### src/design/cstr_pkg.sv
// ----------------------------------------------------------------------------
// cstr_pkg - shared types and constants for the contrast stretch block
// pixel width, payload structs, opcodes, register indexes, controller codes
// ----------------------------------------------------------------------------
package cstr_pkg;

    // pixel width and derived datapath widths
    localparam int PIX_W  = 8;
    localparam int DIFF_W = PIX_W + 1;          // signed difference of two pixels
    localparam int PROD_W = 2 * DIFF_W;         // signed product of two differences
    localparam int MAG_W  = 2 * PIX_W;          // magnitude of the product
    localparam int CNT_W  = $clog2(MAG_W);      // divider iteration counter

    // opcodes of an input transaction
    typedef enum logic [1:0] {
        OP_CLEAR     = 2'd0,
        OP_MEASURE   = 2'd1,
        OP_NORMALIZE = 2'd2
    } op_t;

    // configuration register indexes
    localparam logic [1:0] REG_RANGE_LOW   = 2'd0;
    localparam logic [1:0] REG_RANGE_HIGH  = 2'd1;
    localparam logic [1:0] REG_TARGET_LOW  = 2'd2;
    localparam logic [1:0] REG_TARGET_HIGH = 2'd3;

    // configuration reset values
    localparam logic [PIX_W-1:0] PIX_ZERO = '0;
    localparam logic [PIX_W-1:0] PIX_FULL = '1;

    // input transaction
    typedef struct packed {
        logic [1:0]       opcode;
        logic [PIX_W-1:0] pixel_in;
    } pix_in_t;

    // result transaction
    typedef struct packed {
        logic [PIX_W-1:0] pixel_out;
        logic [PIX_W-1:0] bound_min;
        logic [PIX_W-1:0] bound_max;
        logic             divide_error;
    } res_t;

    // controller states
    typedef enum logic [2:0] {
        ST_IDLE,
        ST_CALC,
        ST_PREP,
        ST_DIV,
        ST_FIX,
        ST_DONE
    } state_t;

    // commands from controller to datapath
    typedef struct packed {
        logic load_item;
        logic calc;
        logic prep;
        logic div_step;
        logic fix;
        logic load_result;
    } ctrl_cmd_t;

    // status from datapath to controller
    typedef struct packed {
        logic normalize_go;
        logic div_last;
        logic res_free;
    } ctrl_stat_t;

endpackage

### src/design/grayscale_min_max_contrast_stretch_top.sv
// ----------------------------------------------------------------------------
// grayscale_min_max_contrast_stretch_top - 8-bit grayscale contrast stretch
// running min/max bounds and linear range mapping with a serial divider
// ----------------------------------------------------------------------------
// One transaction is handled at a time. Clear, measure and the unused opcode
// go through the calc step straight to the result load; so does normalize
// with equal source bounds. Normalize otherwise steps through a multiply, a
// step to form magnitudes, the restoring divider (one quotient bit per cycle
// over the 2*PIX_W bit numerator), a step to restore the sign and add
// target_low, and the load of the result register. The result register lets
// the next transaction be taken while a finished result still waits on
// res_stall. Configuration writes are always ready and must only be issued
// while the block is idle.
module grayscale_min_max_contrast_stretch_top (
    input  logic                              clk,
    input  logic                              rst_n,
    // pixel transactions
    input  logic                              pix_valid,
    output logic                              pix_stall,
    input  cstr_pkg::pix_in_t                 pix_data,
    // result transactions
    output logic                              res_valid,
    input  logic                              res_stall,
    output cstr_pkg::res_t                    res_data,
    // configuration writes
    input  logic                              cfg_valid,
    output logic                              cfg_ready,
    input  logic [1:0]                        cfg_index,
    input  logic [cstr_pkg::PIX_W-1:0]        cfg_data
);

    cstr_pkg::ctrl_cmd_t  cmd;
    cstr_pkg::ctrl_stat_t stat;

    // register file never pushes back
    assign cfg_ready = 1'b1;

    // sequencer: walks calc, divide and result load
    cstr_ctrl u_ctrl (
        .clk       (clk),
        .rst_n     (rst_n),
        .pix_valid (pix_valid),
        .pix_stall (pix_stall),
        .stat      (stat),
        .cmd       (cmd)
    );

    // datapath: config, bounds, multiplier, divider, result register
    cstr_datapath u_datapath (
        .clk       (clk),
        .rst_n     (rst_n),
        .pix_data  (pix_data),
        .cfg_valid (cfg_valid && cfg_ready),
        .cfg_index (cfg_index),
        .cfg_data  (cfg_data),
        .res_stall (res_stall),
        .res_valid (res_valid),
        .res_data  (res_data),
        .cmd       (cmd),
        .stat      (stat)
    );

endmodule

### src/design/cstr_ctrl.sv
// ----------------------------------------------------------------------------
// cstr_ctrl - sequencing state machine
// steps one transaction through calc, divide and result load
// ----------------------------------------------------------------------------
module cstr_ctrl (
    input  logic                  clk,
    input  logic                  rst_n,
    input  logic                  pix_valid,
    output logic                  pix_stall,
    input  cstr_pkg::ctrl_stat_t  stat,
    output cstr_pkg::ctrl_cmd_t   cmd
);

    cstr_pkg::state_t state_reg;
    cstr_pkg::state_t state_next;

    always_ff @(posedge clk or negedge rst_n)
    begin
        if (!rst_n)
        begin
            state_reg <= cstr_pkg::ST_IDLE;
        end
        else
        begin
            state_reg <= state_next;
        end
    end

    // next state
    always_comb
    begin
        state_next = state_reg;
        case (state_reg)
            cstr_pkg::ST_IDLE:
            begin
                if (pix_valid)
                begin
                    state_next = cstr_pkg::ST_CALC;
                end
            end
            cstr_pkg::ST_CALC:
            begin
                state_next = stat.normalize_go ? cstr_pkg::ST_PREP : cstr_pkg::ST_DONE;
            end
            cstr_pkg::ST_PREP:
            begin
                state_next = cstr_pkg::ST_DIV;
            end
            cstr_pkg::ST_DIV:
            begin
                if (stat.div_last)
                begin
                    state_next = cstr_pkg::ST_FIX;
                end
            end
            cstr_pkg::ST_FIX:
            begin
                state_next = cstr_pkg::ST_DONE;
            end
            cstr_pkg::ST_DONE:
            begin
                if (stat.res_free)
                begin
                    state_next = cstr_pkg::ST_IDLE;
                end
            end
            default:
            begin
                state_next = cstr_pkg::ST_IDLE;
            end
        endcase
    end

    // outputs
    always_comb
    begin
        cmd       = '0;
        pix_stall = 1'b1;
        case (state_reg)
            cstr_pkg::ST_IDLE:
            begin
                pix_stall     = 1'b0;
                cmd.load_item = pix_valid;
            end
            cstr_pkg::ST_CALC:
            begin
                cmd.calc = 1'b1;
            end
            cstr_pkg::ST_PREP:
            begin
                cmd.prep = 1'b1;
            end
            cstr_pkg::ST_DIV:
            begin
                cmd.div_step = 1'b1;
            end
            cstr_pkg::ST_FIX:
            begin
                cmd.fix = 1'b1;
            end
            cstr_pkg::ST_DONE:
            begin
                cmd.load_result = stat.res_free;
            end
            default:
            begin
                cmd = '0;
            end
        endcase
    end

endmodule

### src/design/cstr_datapath.sv
// ----------------------------------------------------------------------------
// cstr_datapath - registers, bounds, multiplier and restoring divider
// holds configuration, running bounds and the result register
// ----------------------------------------------------------------------------
module cstr_datapath (
    input  logic                              clk,
    input  logic                              rst_n,
    input  cstr_pkg::pix_in_t                 pix_data,
    input  logic                              cfg_valid,
    input  logic [1:0]                        cfg_index,
    input  logic [cstr_pkg::PIX_W-1:0]        cfg_data,
    input  logic                              res_stall,
    output logic                              res_valid,
    output cstr_pkg::res_t                    res_data,
    input  cstr_pkg::ctrl_cmd_t               cmd,
    output cstr_pkg::ctrl_stat_t              stat
);

    localparam int PIX_W  = cstr_pkg::PIX_W;
    localparam int DIFF_W = cstr_pkg::DIFF_W;
    localparam int PROD_W = cstr_pkg::PROD_W;
    localparam int MAG_W  = cstr_pkg::MAG_W;
    localparam int CNT_W  = cstr_pkg::CNT_W;

    // configuration
    logic [PIX_W-1:0] range_low_reg;
    logic [PIX_W-1:0] range_high_reg;
    logic [PIX_W-1:0] target_low_reg;
    logic [PIX_W-1:0] target_high_reg;

    // running bounds
    logic [PIX_W-1:0] min_reg, min_next;
    logic [PIX_W-1:0] max_reg, max_next;

    // transaction and arithmetic
    cstr_pkg::pix_in_t          item_reg;
    logic                       err_reg, err_next;
    logic [PIX_W-1:0]           pout_reg, pout_next;
    logic signed [PROD_W-1:0]   prod_reg, prod_next;
    logic signed [DIFF_W-1:0]   dvsr_reg, dvsr_next;
    logic                       neg_reg, neg_next;
    logic [MAG_W-1:0]           quo_reg, quo_next;
    logic [PIX_W-1:0]           rem_reg, rem_next;
    logic [PIX_W-1:0]           den_reg, den_next;
    logic [CNT_W-1:0]           cnt_reg, cnt_next;

    // result register
    logic                       res_valid_reg, res_valid_next;
    cstr_pkg::res_t             res_reg, res_next;

    logic signed [DIFF_W-1:0]   diff_pix;
    logic signed [DIFF_W-1:0]   diff_tgt;
    logic signed [PROD_W-1:0]   prod_abs;
    logic signed [DIFF_W-1:0]   dvsr_abs;
    logic [PIX_W:0]             trial_rem;
    logic [PIX_W:0]             trial_sub;
    logic [PIX_W-1:0]           quo_low;
    logic                       is_norm;
    logic                       bounds_equal;

    always_ff @(posedge clk or negedge rst_n)
    begin
        if (!rst_n)
        begin
            range_low_reg   <= cstr_pkg::PIX_ZERO;
            range_high_reg  <= cstr_pkg::PIX_FULL;
            target_low_reg  <= cstr_pkg::PIX_ZERO;
            target_high_reg <= cstr_pkg::PIX_FULL;
        end
        else if (cfg_valid)
        begin
            case (cfg_index)
                cstr_pkg::REG_RANGE_LOW:   range_low_reg   <= cfg_data;
                cstr_pkg::REG_RANGE_HIGH:  range_high_reg  <= cfg_data;
                cstr_pkg::REG_TARGET_LOW:  target_low_reg  <= cfg_data;
                cstr_pkg::REG_TARGET_HIGH: target_high_reg <= cfg_data;
                default:                   range_low_reg   <= range_low_reg;
            endcase
        end
    end

    // control state with reset
    always_ff @(posedge clk or negedge rst_n)
    begin
        if (!rst_n)
        begin
            min_reg       <= cstr_pkg::PIX_FULL;
            max_reg       <= cstr_pkg::PIX_ZERO;
            res_valid_reg <= 1'b0;
            cnt_reg       <= '0;
        end
        else
        begin
            min_reg       <= min_next;
            max_reg       <= max_next;
            res_valid_reg <= res_valid_next;
            cnt_reg       <= cnt_next;
        end
    end

    // payload registers
    always_ff @(posedge clk)
    begin
        if (cmd.load_item)
        begin
            item_reg <= pix_data;
        end
        err_reg  <= err_next;
        pout_reg <= pout_next;
        prod_reg <= prod_next;
        dvsr_reg <= dvsr_next;
        neg_reg  <= neg_next;
        quo_reg  <= quo_next;
        rem_reg  <= rem_next;
        den_reg  <= den_next;
        res_reg  <= res_next;
    end

    assign is_norm      = (item_reg.opcode == cstr_pkg::OP_NORMALIZE);
    assign bounds_equal = (range_high_reg == range_low_reg);

    assign diff_pix  = $signed({1'b0, item_reg.pixel_in}) - $signed({1'b0, range_low_reg});
    assign diff_tgt  = $signed({1'b0, target_high_reg}) - $signed({1'b0, target_low_reg});
    assign prod_abs  = prod_reg[PROD_W-1] ? -prod_reg : prod_reg;
    assign dvsr_abs  = dvsr_reg[DIFF_W-1] ? -dvsr_reg : dvsr_reg;
    assign trial_rem = {rem_reg, quo_reg[MAG_W-1]};
    assign trial_sub = trial_rem - {1'b0, den_reg};
    assign quo_low   = neg_reg ? (PIX_W'(0) - quo_reg[PIX_W-1:0]) : quo_reg[PIX_W-1:0];

    always_comb
    begin
        min_next       = min_reg;
        max_next       = max_reg;
        err_next       = err_reg;
        pout_next      = pout_reg;
        prod_next      = prod_reg;
        dvsr_next      = dvsr_reg;
        neg_next       = neg_reg;
        quo_next       = quo_reg;
        rem_next       = rem_reg;
        den_next       = den_reg;
        cnt_next       = cnt_reg;
        res_next       = res_reg;
        res_valid_next = res_valid_reg && res_stall;

        if (cmd.calc)
        begin
            // bounds update and default pass-through
            case (item_reg.opcode)
                cstr_pkg::OP_CLEAR:
                begin
                    min_next = cstr_pkg::PIX_FULL;
                    max_next = cstr_pkg::PIX_ZERO;
                end
                cstr_pkg::OP_MEASURE:
                begin
                    if (item_reg.pixel_in < min_reg)
                    begin
                        min_next = item_reg.pixel_in;
                    end
                    if (item_reg.pixel_in > max_reg)
                    begin
                        max_next = item_reg.pixel_in;
                    end
                end
                default:
                begin
                    min_next = min_reg;
                end
            endcase
            err_next  = is_norm && bounds_equal;
            pout_next = item_reg.pixel_in;
            prod_next = diff_pix * diff_tgt;
            dvsr_next = $signed({1'b0, range_high_reg}) - $signed({1'b0, range_low_reg});
        end

        if (cmd.prep)
        begin
            // signed division done on magnitudes, sign applied at the end
            neg_next = prod_reg[PROD_W-1] ^ dvsr_reg[DIFF_W-1];
            quo_next = prod_abs[MAG_W-1:0];
            den_next = dvsr_abs[PIX_W-1:0];
            rem_next = '0;
            cnt_next = '0;
        end

        if (cmd.div_step)
        begin
            if (!trial_sub[PIX_W])
            begin
                rem_next = trial_sub[PIX_W-1:0];
                quo_next = {quo_reg[MAG_W-2:0], 1'b1};
            end
            else
            begin
                rem_next = trial_rem[PIX_W-1:0];
                quo_next = {quo_reg[MAG_W-2:0], 1'b0};
            end
            cnt_next = cnt_reg + CNT_W'(1);
        end

        if (cmd.fix)
        begin
            pout_next = quo_low + target_low_reg;
        end

        if (cmd.load_result)
        begin
            res_next.pixel_out    = pout_reg;
            res_next.bound_min    = min_reg;
            res_next.bound_max    = max_reg;
            res_next.divide_error = err_reg;
            res_valid_next        = 1'b1;
        end
    end

    assign stat.normalize_go = is_norm && !bounds_equal;
    assign stat.div_last     = (cnt_reg == CNT_W'(MAG_W - 1));
    assign stat.res_free     = !res_valid_reg || !res_stall;

    assign res_valid = res_valid_reg;
    assign res_data  = res_reg;

endmodule

### config.mk
export PLATFORM = sky130hd
export DESIGN_NAME = grayscale_min_max_contrast_stretch_top
export DESIGN_NICKNAME = d
export VERILOG_FILES = /design/src/design/cstr_pkg.sv /design/src/design/grayscale_min_max_contrast_stretch_top.sv /design/src/design/cstr_ctrl.sv /design/src/design/cstr_datapath.sv
export SDC_FILE = /design/constraint.sdc
export NUM_CORES = 1
export LEC_CHECK = 0
export ABC_AREA = 1
export BUFFER_PORTS_ARGS = -buffer_cell sky130_fd_sc_hd__buf_2
export CAP_MARGIN = 20
export CORE_UTILIZATION = 63
export DETAILED_ROUTE_END_ITERATION = 8
export GPL_ROUTABILITY_DRIVEN = 0
export PLACE_DENSITY = 0.83
export SYNTH_ARGS = -nofsm -noshare
export SYNTH_HDL_FRONTEND = slang
export SYNTH_SLANG_ARGS = --single-unit
### constraint.sdc
create_clock -name clk -period 8.3 [get_ports clk]
set_clock_uncertainty 0.1 [all_clocks]
set_input_delay 0.415 -clock clk [delete_from_list [all_inputs] [get_ports clk]]
set_output_delay 0.415 -clock clk [all_outputs]
set_load 0.05 [all_outputs]
==> flow_summary.yaml, run 1 <==
status:
  status: "finished clean"
timing:
  hold_viol: 0
  worst_pin_slew_ns: 1.06
  period_share: 0.797
  fin_ws_ns: 1.68
  holdWs_ns: 0.00884
  rsz0062_at_grt: "no"
  timing.final.crit_period_ns: 6.62
  fin_tns_setup_ns: 0
  setup_violations: 0
  max_freq_ghz: 0.151
  slew_violations: 0
  maxSlewHeadroom: 0.291
drt:
  num_vias: 9349
  wl_per_cell_um: 15.7
  drt_wl_total_mm: 26.3
  first_iter_violations: 803
  drc_errors: 0
  antenna_left: 0
  via_per_inst: 5.60
  drtPass1Iterations: 5
clock_tree:
  htree_levels: 4
  cts_tree: "built"
  holdBufCountCts: 0
  cts-root-buf: "clkbuf_16"
  clock_path_buffers: 2
  clock_latency_ns: 0.44
  cts_setup_buffers: 0
  cts_buffers: 17
  cts.sinks: 159
  clkTransAtPathRegs_ns: 0.08
  cts_resized: 0
synthesis:
  syn_area_um2: 12000
  synth.distinct_cells: 51
  synth_seq_cells: 159
  yosys_warnings: 0
  synthFlopType: "edfxtp_1"
  syn_inst: 1367
  avgSynthCellArea_um2: 8.80
  seq_area_frac_synth: 0.376
  synth-edff-count: 103
  ys_async_sr_fraction: 0.352
  synth.net_count: 1564
finish:
  areaGrowthSynthToFinish_pct: 9.02
  layout.cells.most_common: "nand2_1"
  n_antenna_cell: 0
  multi_input_comb_area_um2: 6450
  largest_reg_flops: 25
  final_cell_area_um2: 13100
  seq_area_um2: 4520
  final_cell_mix: "320 x nand2_1, 246 x inv_1, 106 x nor2_1, 103 x edfxtp_1, 97 x ha_1"
  fillers: 1384
  layout-drive-gt1-share: 0.114
  final_nets: 1620
global_routing:
  grt_max_degree: 57
  grt_pass1_wl_mm: 43.6
  grt_pass1_vias: 9376
  overflow: 0
  antenna_found_initial: 0
  grt_usage: 0.285
job:
  maxCapViolCount: 0
floorplan:
  rows: 50
  die_x_um: 140
  start_util: 0.643
  core-area_um2: 18700
  die_area_um2: 19700
  ios: 53
  die_y_um: 140
worst_setup_path:
  cp-start-kind: "register"
  worstPathMaxFanout: 8
  worstPathArrival_ns: 6.70
  worstSetupPathType: "reg -> reg"
  crit_path_end_kind: "register"
  cp.required_ns: 8.38
  rrSetupSlack_ns: 1.68
placement:
  post-place-ws_ns: 1.80
  placed_area_um2: 12500
  port_buffers: 51
  dpl.hpwl_mm: 19.9
min_path:
  hold_class: "in -> async"
-- layout make-up --
cell class                 count  area share
clock buffer                  17      0.0324
clock inverter                15      0.0130
inverter                     254      0.0727
multi-input combinational    936       0.491
sequential                   159       0.345
tap                          234      0.0223
timing repair buffer          55      0.0233
-- cells by family after synthesis --
logic type / after synthesis / synth area share
AO/OA/AOI/OAI: 141 / 0.0671
XOR/XNOR: 49 / 0.0391
flip-flops: 159 / 0.376
adder cells (fa/ha/maj): 172 / 0.226
buffers and inverters: 272 / 0.0885
other: 1 / 0.000312
AND/OR/NAND/NOR: 573 / 0.203
-- worst max-delay path, cell delays in order (launching register included) --
cell      delay [ns]
edfxtp_1        0.38
inv_1           0.21
ha_1            0.20
inv_1           0.07
fa_1            0.43
a21oi_1         0.19
o21ai_1         0.10
a31oi_1         0.28
inv_2           0.13
nor2_1          0.19
inv_1           0.13
fa_1            0.56
inv_1           0.06
fa_1            0.52
fa_1            0.44
fa_1            0.54
inv_1           0.05
fa_1            0.49
inv_1           0.04
ha_1            0.36
nand2_1         0.09
o21ai_0         0.39
nand3_1         0.13
nand3_1         0.13
inv_1           0.04
nand2_1         0.05
nand2_1         0.05
-- Yosys cell counts (4+ instances only) --
master | count | area, µm²
a21o_1 | 7 | 52.6
a21oi_1 | 37 | 185
a31oi_1 | 5 | 31.3
clkbuf_1 | 8 | 30.0
dfrtp_1 | 32 | 801
dfstp_2 | 24 | 631
edfxtp_1 | 103 | 3090
fa_1 | 75 | 1500
ha_1 | 97 | 1210
inv_1 | 246 | 923
inv_2 | 8 | 30.0
nand2_1 | 320 | 1200
nand2_2 | 13 | 81.3
nand3_1 | 87 | 435
nand4_1 | 17 | 106
nor2_1 | 107 | 402
nor2_2 | 11 | 68.8
nor3_1 | 4 | 20.0
o211ai_1 | 4 | 30.0
o21ai_0 | 64 | 320
o22ai_1 | 4 | 25.0
o31ai_1 | 4 | 30.0
or2_2 | 4 | 25.0
xnor2_1 | 15 | 131
xor2_1 | 30 | 263
-- per-layer routing --
layer,track usage,up-vias,part of all wire
li1,-,4476,-
met1,0.359,4393,0.41
met2,0.487,406,0.49
met3,0.0663,74,0.082
met4,0.0902,0,0.024
met5,0,-,0
-- through the flow --
stage,utilization,std cells
after global routing,0.701,1670
after global placement,0.668,1637
after floorplan,-,1367
after detailed placement,0.668,1637
final,0.701,1670
after CTS,0.700,1669
-- final timing paths --
kind | startpoint | end | depth (start not counted)
min in group clk | pix_data[6] | u_datapath.item_reg[6] | 1
worst max-delay path | u_datapath.item_reg[0] | u_datapath.prod_reg[17] | 26
max in group asynchronous | rst_n | u_ctrl.state_reg[0] | 2
worst max register to register | u_datapath.item_reg[0] | u_datapath.prod_reg[17] | 26
worst min register to register | u_datapath.pout_reg[3] | u_datapath.res_data[20] | 0
worst min-delay path | rst_n | u_datapath.max_reg[4] | 2
Power of run 1 is left out: the tool's default activity adds up to more than one toggle a clock period on the data nets, which glitch-free logic cannot reach.
==> run 2: changes to the inputs <==
--- a/config.mk
+++ b/config.mk
@@ -8,10 +8,10 @@
 export ABC_AREA = 1
 export BUFFER_PORTS_ARGS = -buffer_cell sky130_fd_sc_hd__buf_2
 export CAP_MARGIN = 20
-export CORE_UTILIZATION = 63
+export CORE_UTILIZATION = 57
 export DETAILED_ROUTE_END_ITERATION = 8
 export GPL_ROUTABILITY_DRIVEN = 0
-export PLACE_DENSITY = 0.83
+export PLACE_DENSITY = 0.8
 export SYNTH_ARGS = -nofsm -noshare
 export SYNTH_HDL_FRONTEND = slang
 export SYNTH_SLANG_ARGS = --single-unit
==> constraint.sdc (replaced) <==
create_clock -name clk -period 5.8 [get_ports clk]
set_clock_uncertainty 0.1 [all_clocks]
set_input_delay 0.29 -clock clk [delete_from_list [all_inputs] [get_ports clk]]
set_output_delay 0.29 -clock clk [all_outputs]
set_load 0.05 [all_outputs]
==> run 2 against run 1 <==
Net effect: wire length rose by 8.2%; via count increased by 3.3%; global-route usage shrank 2.1 points; die area is 10% higher; critical path type unchanged; largest cell class unchanged.
==> flow_summary.yaml, run 2 (synthesized netlist as in run 1, its figures left out) <==
drt:
  drtPass1Iterations: 7
  first_iter_violations: 716
  drc_errors: 0
  wl_per_cell_um: 16.0
  num_vias: 9653
  via_per_inst: 5.44
  drt_wl_total_mm: 28.4
  antenna_left: 0
global_routing:
  overflow: 0
  grt_usage: 0.263
  grt_pass1_vias: 9308
  grt_max_degree: 57
  antenna_found_initial: 0
  grt_pass1_wl_mm: 44.5
finish:
  multi_input_comb_area_um2: 6850
  final_nets: 1687
  seq_area_um2: 4520
  layout-drive-gt1-share: 0.193
  final_cell_mix: "314 x nand2_1, 236 x inv_1, 103 x edfxtp_1, 95 x nor2_1, 83 x nand3_1"
  fillers: 1506
  areaGrowthSynthToFinish_pct: 16.9
  n_antenna_cell: 0
  largest_reg_flops: 25
  layout.cells.most_common: "nand2_1"
timing:
  maxSlewHeadroom: 0.237
  max_freq_ghz: 0.176
  period_share: 0.981
  hold_viol: 0
  setup_violations: 0
  timing.final.crit_period_ns: 5.69
  slew_violations: 0
  holdWs_ns: 0.0491
  worst_pin_slew_ns: 1.14
worst_setup_path:
  cp_common_cell: "fa_1"
  worstSetupPathType: "reg -> reg"
  crit_chain: "inv_2 -> ha_4 -> inv_2 -> fa_2 -> a21oi_2 -> o21ai_2 -> a31oi_2 -> inv_2 -> buf_4 -> nor2_4 -> inv_1 -> fa_1 -> fa_1 -> fa_1 -> inv_1 -> fa_1 -> ha_1 -> ha_1 -> nand2_1 -> inv_1 -> a21boi_2 -> nand3_2 -> nand3_1 -> nand2_1"
  cp-start-kind: "register"
  rrSetupSlack_ns: 0.11
  cpMaxStageDelayCell: "fa_1"
  cpPeakStageDelay_ns: 0.55
  r2r_cells: 24
  crit_path_end_kind: "register"
  worstPathMaxFanout: 6
  worstPathArrival_ns: 5.79
  r2r-start: "u_datapath.item_reg[0]"
  cp.required_ns: 5.90
  r2r-end: "u_datapath.prod_reg[17]"
clock_tree:
  cts.sinks: 159
  clock_latency_ns: 0.44
  clock_path_buffers: 2
  cts_buffers: 17
  clkTransAtPathRegs_ns: 0.07
  cts-root-buf: "clkbuf_16"
  cts_tree: "built"
  htree_levels: 4
min_path:
  hold_class: "in -> reg"
  hp-start: "cfg_data[2]"
  min_to: "u_datapath.range_high_reg[2]"
  hold_depth: 3
floorplan:
  die_x_um: 147
  die_y_um: 147
  ios: 53
  rows: 52
  core-area_um2: 20500
  die_area_um2: 21700
  start_util: 0.587
placement:
  dpl.hpwl_mm: 21.0
  port_buffers: 51
job:
  maxCapViolCount: 0
status:
  status: "finished clean"
[run 2: what timing repair did]
| action | CTS | global route |
|---|---|---|
| hold endpoints to repair | 43 | 0 |
| endpoints found under the setup margin | 6 | 9 |
| gates resized for setup | 13 | 79 |
| buffers inserted | 0 | 5 |
| pin swaps | 9 | 33 |
| hold buffers | 12 | 0 |
[run 2: critical path, delay by kind of cell, from the launching register on]
kind	cells	cell delay, ns
buffers and inverters	7	0.61
adders and majority gates	8	3.19
DFF	1	0.38
and+or+nand+nor	5	0.55
AOI/OAI and AO/OA	4	0.61
[run 2: area by class of cell]
| class | instances | area share |
|---|---|---|
| Clock buffer | 18 | 0.0305 |
| Clock inverter | 14 | 0.0102 |
| Inverter | 254 | 0.0678 |
| Multi-Input combinational cell | 936 | 0.487 |
| Sequential cell | 159 | 0.322 |
| Tap cell | 270 | 0.0240 |
| Timing Repair Buffer | 122 | 0.0593 |
[run 2: how the worst max path moves through the flow]
stage	start	endpoint	slack [ns]	cells after the start
2_1_floorplan	u_datapath.item_reg[0]	u_datapath.prod_reg[17]	0.03	26
3_3_place_gp	u_datapath.item_reg[0]	u_datapath.prod_reg[17]	0.05	26
3_5_place_dp	u_datapath.item_reg[0]	u_datapath.prod_reg[17]	-0.09	26
4_1_cts	u_datapath.target_high_reg[0]	u_datapath.prod_reg[14]	0.02	22
5_1_grt	u_datapath.item_reg[0]	u_datapath.prod_reg[15]	-0.06	23
6_report	u_datapath.item_reg[0]	u_datapath.prod_reg[17]	0.11	24
[run 2: through the flow]
step / util / setup TNS [ns] / instance area (µm²) / setup slack (ns) / cells
floorplan: - / 0 / 12000 / 0.0263 / 1367
global placement: 0.631 / 0 / 12900 / 0.0515 / 1724
detailed placement: 0.631 / -0.268 / 12900 / -0.0907 / 1724
CTS: 0.667 / 0 / 13700 / 0.0150 / 1768
global route: 0.687 / -0.252 / 14100 / -0.0648 / 1773
finish: 0.687 / 0 / 14100 / 0.113 / 1773
[run 2: metal layers]
metal / vias to the layer above / share of wire / global-route usage / routed length, µm
li1: 4618 / - / - / -
met1: 4603 / 0.42 / 0.350 / 11900
met2: 369 / 0.50 / 0.443 / 14100
met3: 63 / 0.059 / 0.0385 / 1690
met4: 0 / 0.026 / 0.0892 / 734
met5: - / 0 / 0 / 0
Power of run 2 is left out for the same reason.
==> run 3: changes to the inputs <==
--- a/config.mk
+++ b/config.mk
@@ -8,10 +8,11 @@
 export ABC_AREA = 1
 export BUFFER_PORTS_ARGS = -buffer_cell sky130_fd_sc_hd__buf_2
 export CAP_MARGIN = 20
-export CORE_UTILIZATION = 57
+export CORE_MARGIN = 5
+export CORE_UTILIZATION = 50
 export DETAILED_ROUTE_END_ITERATION = 8
 export GPL_ROUTABILITY_DRIVEN = 0
-export PLACE_DENSITY = 0.8
+export PLACE_DENSITY = 0.71
 export SYNTH_ARGS = -nofsm -noshare
 export SYNTH_HDL_FRONTEND = slang
 export SYNTH_SLANG_ARGS = --single-unit
==> run 3 against run 2 <==
Net effect: fmax increased by 1.4%; cell count increased by 3.6%; critical path depth grew 1; non-clock buffer count up 15; wire length fell by 2.3%; via count fell by 2.4%; utilization decreased by 8.3 points; critical path type unchanged; largest cell class unchanged; highest routed layer unchanged.
==> flow_summary.yaml, run 3 (synthesized netlist as in run 1, its figures left out) <==
status:
  status: "finished clean"
min_path:
  hold_class: "in -> reg"
timing:
  maxSlewHeadroom: 0.516
  worst_pin_slew_ns: 0.726
  fin_tns_setup_ns: 0
  slew_violations: 0
  max_freq_ghz: 0.178
  timing.final.crit_period_ns: 5.61
  period_share: 0.967
  fin_ws_ns: 0.193
  setup_violations: 0
  hold_viol: 0
  rsz0062_at_grt: "yes"
  holdWs_ns: 0.0744
global_routing:
  grt_usage: 0.210
  use_met2: 0.349
  grt_max_degree: 57
  globalRouteMet3Util: 0.0303
  antenna_found_initial: 0
  use_met1: 0.292
  busiest_layer: "met2"
  grt_pass1_wl_mm: 45.9
  overflow: 0
  grt_pass1_vias: 9405
drt:
  wl_per_cell_um: 15.1
  via_per_inst: 5.13
  num_vias: 9417
  drt_wl_total_mm: 27.8
  first_iter_violations: 789
  antenna_left: 0
  drc_errors: 0
  drtPass1Iterations: 5
clock_tree:
  cts_tree: "built"
  cts-root-buf: "clkbuf_16"
  clkTransAtPathRegs_ns: 0.07
  htree_levels: 4
  clock_latency_ns: 0.44
  clock_path_buffers: 2
  cts.sinks: 159
  cts_buffers: 17
floorplan:
  rows: 56
  die_area_um2: 27300
  die_x_um: 165
  core-area_um2: 23600
  start_util: 0.510
  ios: 53
  die_y_um: 165
placement:
  dpl.hpwl_mm: 21.3
  post-place-ws_ns: -0.0545
  port_buffers: 51
finish:
  final_nets: 1702
  layout.cells.most_common: "nand2_1"
  layout-drive-gt1-share: 0.196
  final_cell_mix: "313 x nand2_1, 236 x inv_1, 103 x edfxtp_1, 97 x nor2_1, 83 x nand3_1"
  largest_reg_flops: 25
  n_antenna_cell: 0
  areaGrowthSynthToFinish_pct: 18.4
worst_setup_path:
  cp.required_ns: 5.88
  worstPathMaxFanout: 6
  worstPathArrival_ns: 5.69
  crit_path_end_kind: "register"
  worstSetupPathType: "reg -> reg"
  cp-start-kind: "register"
job:
  maxCapViolCount: 0
==> run 3: path summary, 6_finish.rpt <==
| path | from | to | slack (ns) | depth (start not counted) |
|---|---|---|---|---|
| max in group asynchronous | rst_n | u_datapath.target_low_reg[5] | 4.67 | 3 |
| min in group asynchronous | rst_n | u_datapath.max_reg[2] | 0.44 | 3 |
| max | u_datapath.target_high_reg[2] | u_datapath.prod_reg[17] | 0.19 | 25 |
| min reg2reg | u_datapath.pout_reg[1] | u_datapath.res_data[18] | 0.32 | 0 |
| min | cfg_data[3] | u_datapath.target_high_reg[3] | 0.07 | 3 |
| max reg2reg | u_datapath.target_high_reg[2] | u_datapath.prod_reg[17] | 0.19 | 25 |
==> run 3: final cells by class <==
class / count / area (µm²)
fillers: 1967 / 9370
well taps: 319 / 399
clock inverters: 15 / 166
repair buffers: 137 / 962
inverters: 254 / 953
multi-input cells: 936 / 6810
flip-flops and latches: 159 / 4520
clock buffers: 17 / 425
==> run 3: per-stage QoR <==
| stage | util | instances | cell area (µm²) |
|---|---|---|---|
| 2_1_floorplan | - | 1367 | 12000 |
| 3_3_place_gp | 0.552 | 1780 | 13000 |
| 3_5_place_dp | 0.552 | 1780 | 13000 |
| 4_1_cts | 0.586 | 1829 | 13800 |
| 5_1_grt | 0.603 | 1837 | 14200 |
| 6_report | 0.603 | 1837 | 14200 |
==> run 3: metal layers <==
| metal | wire [µm] | up-vias |
|---|---|---|
| li1 | - | 4640 |
| met1 | 12400 | 4499 |
| met2 | 13500 | 245 |
| met3 | 1460 | 33 |
| met4 | 405 | 0 |
| met5 | 0 | - |
==> run 3: critical path: stages, from the launching register on <==
cell,delay (ns)
dfstp_2,0.57
ha_4,0.24
a21oi_2,0.19
nor2_1,0.06
nor2_1,0.12
o21ai_2,0.09
xor2_2,0.20
buf_4,0.17
inv_2,0.06
nand2_1,0.07
fa_1,0.49
fa_1,0.50
inv_2,0.04
fa_1,0.50
fa_1,0.51
inv_1,0.05
fa_1,0.49
inv_2,0.05
ha_4,0.31
nand2_4,0.07
o21ai_4,0.18
nand3_2,0.11
nand3_2,0.08
inv_1,0.04
nand2_1,0.04
nand2_1,0.04
==> run 3: timing repair <==
item                                    in CTS  in global routing
hold buffers                                12                  0
endpoints found under the setup margin       6                  9
setup buffers                                5                  6
hold endpoints to repair                    43                  0
pin swaps                                    6                 33
resized for setup                           10                 77
Power of run 3 is left out for the same reason.
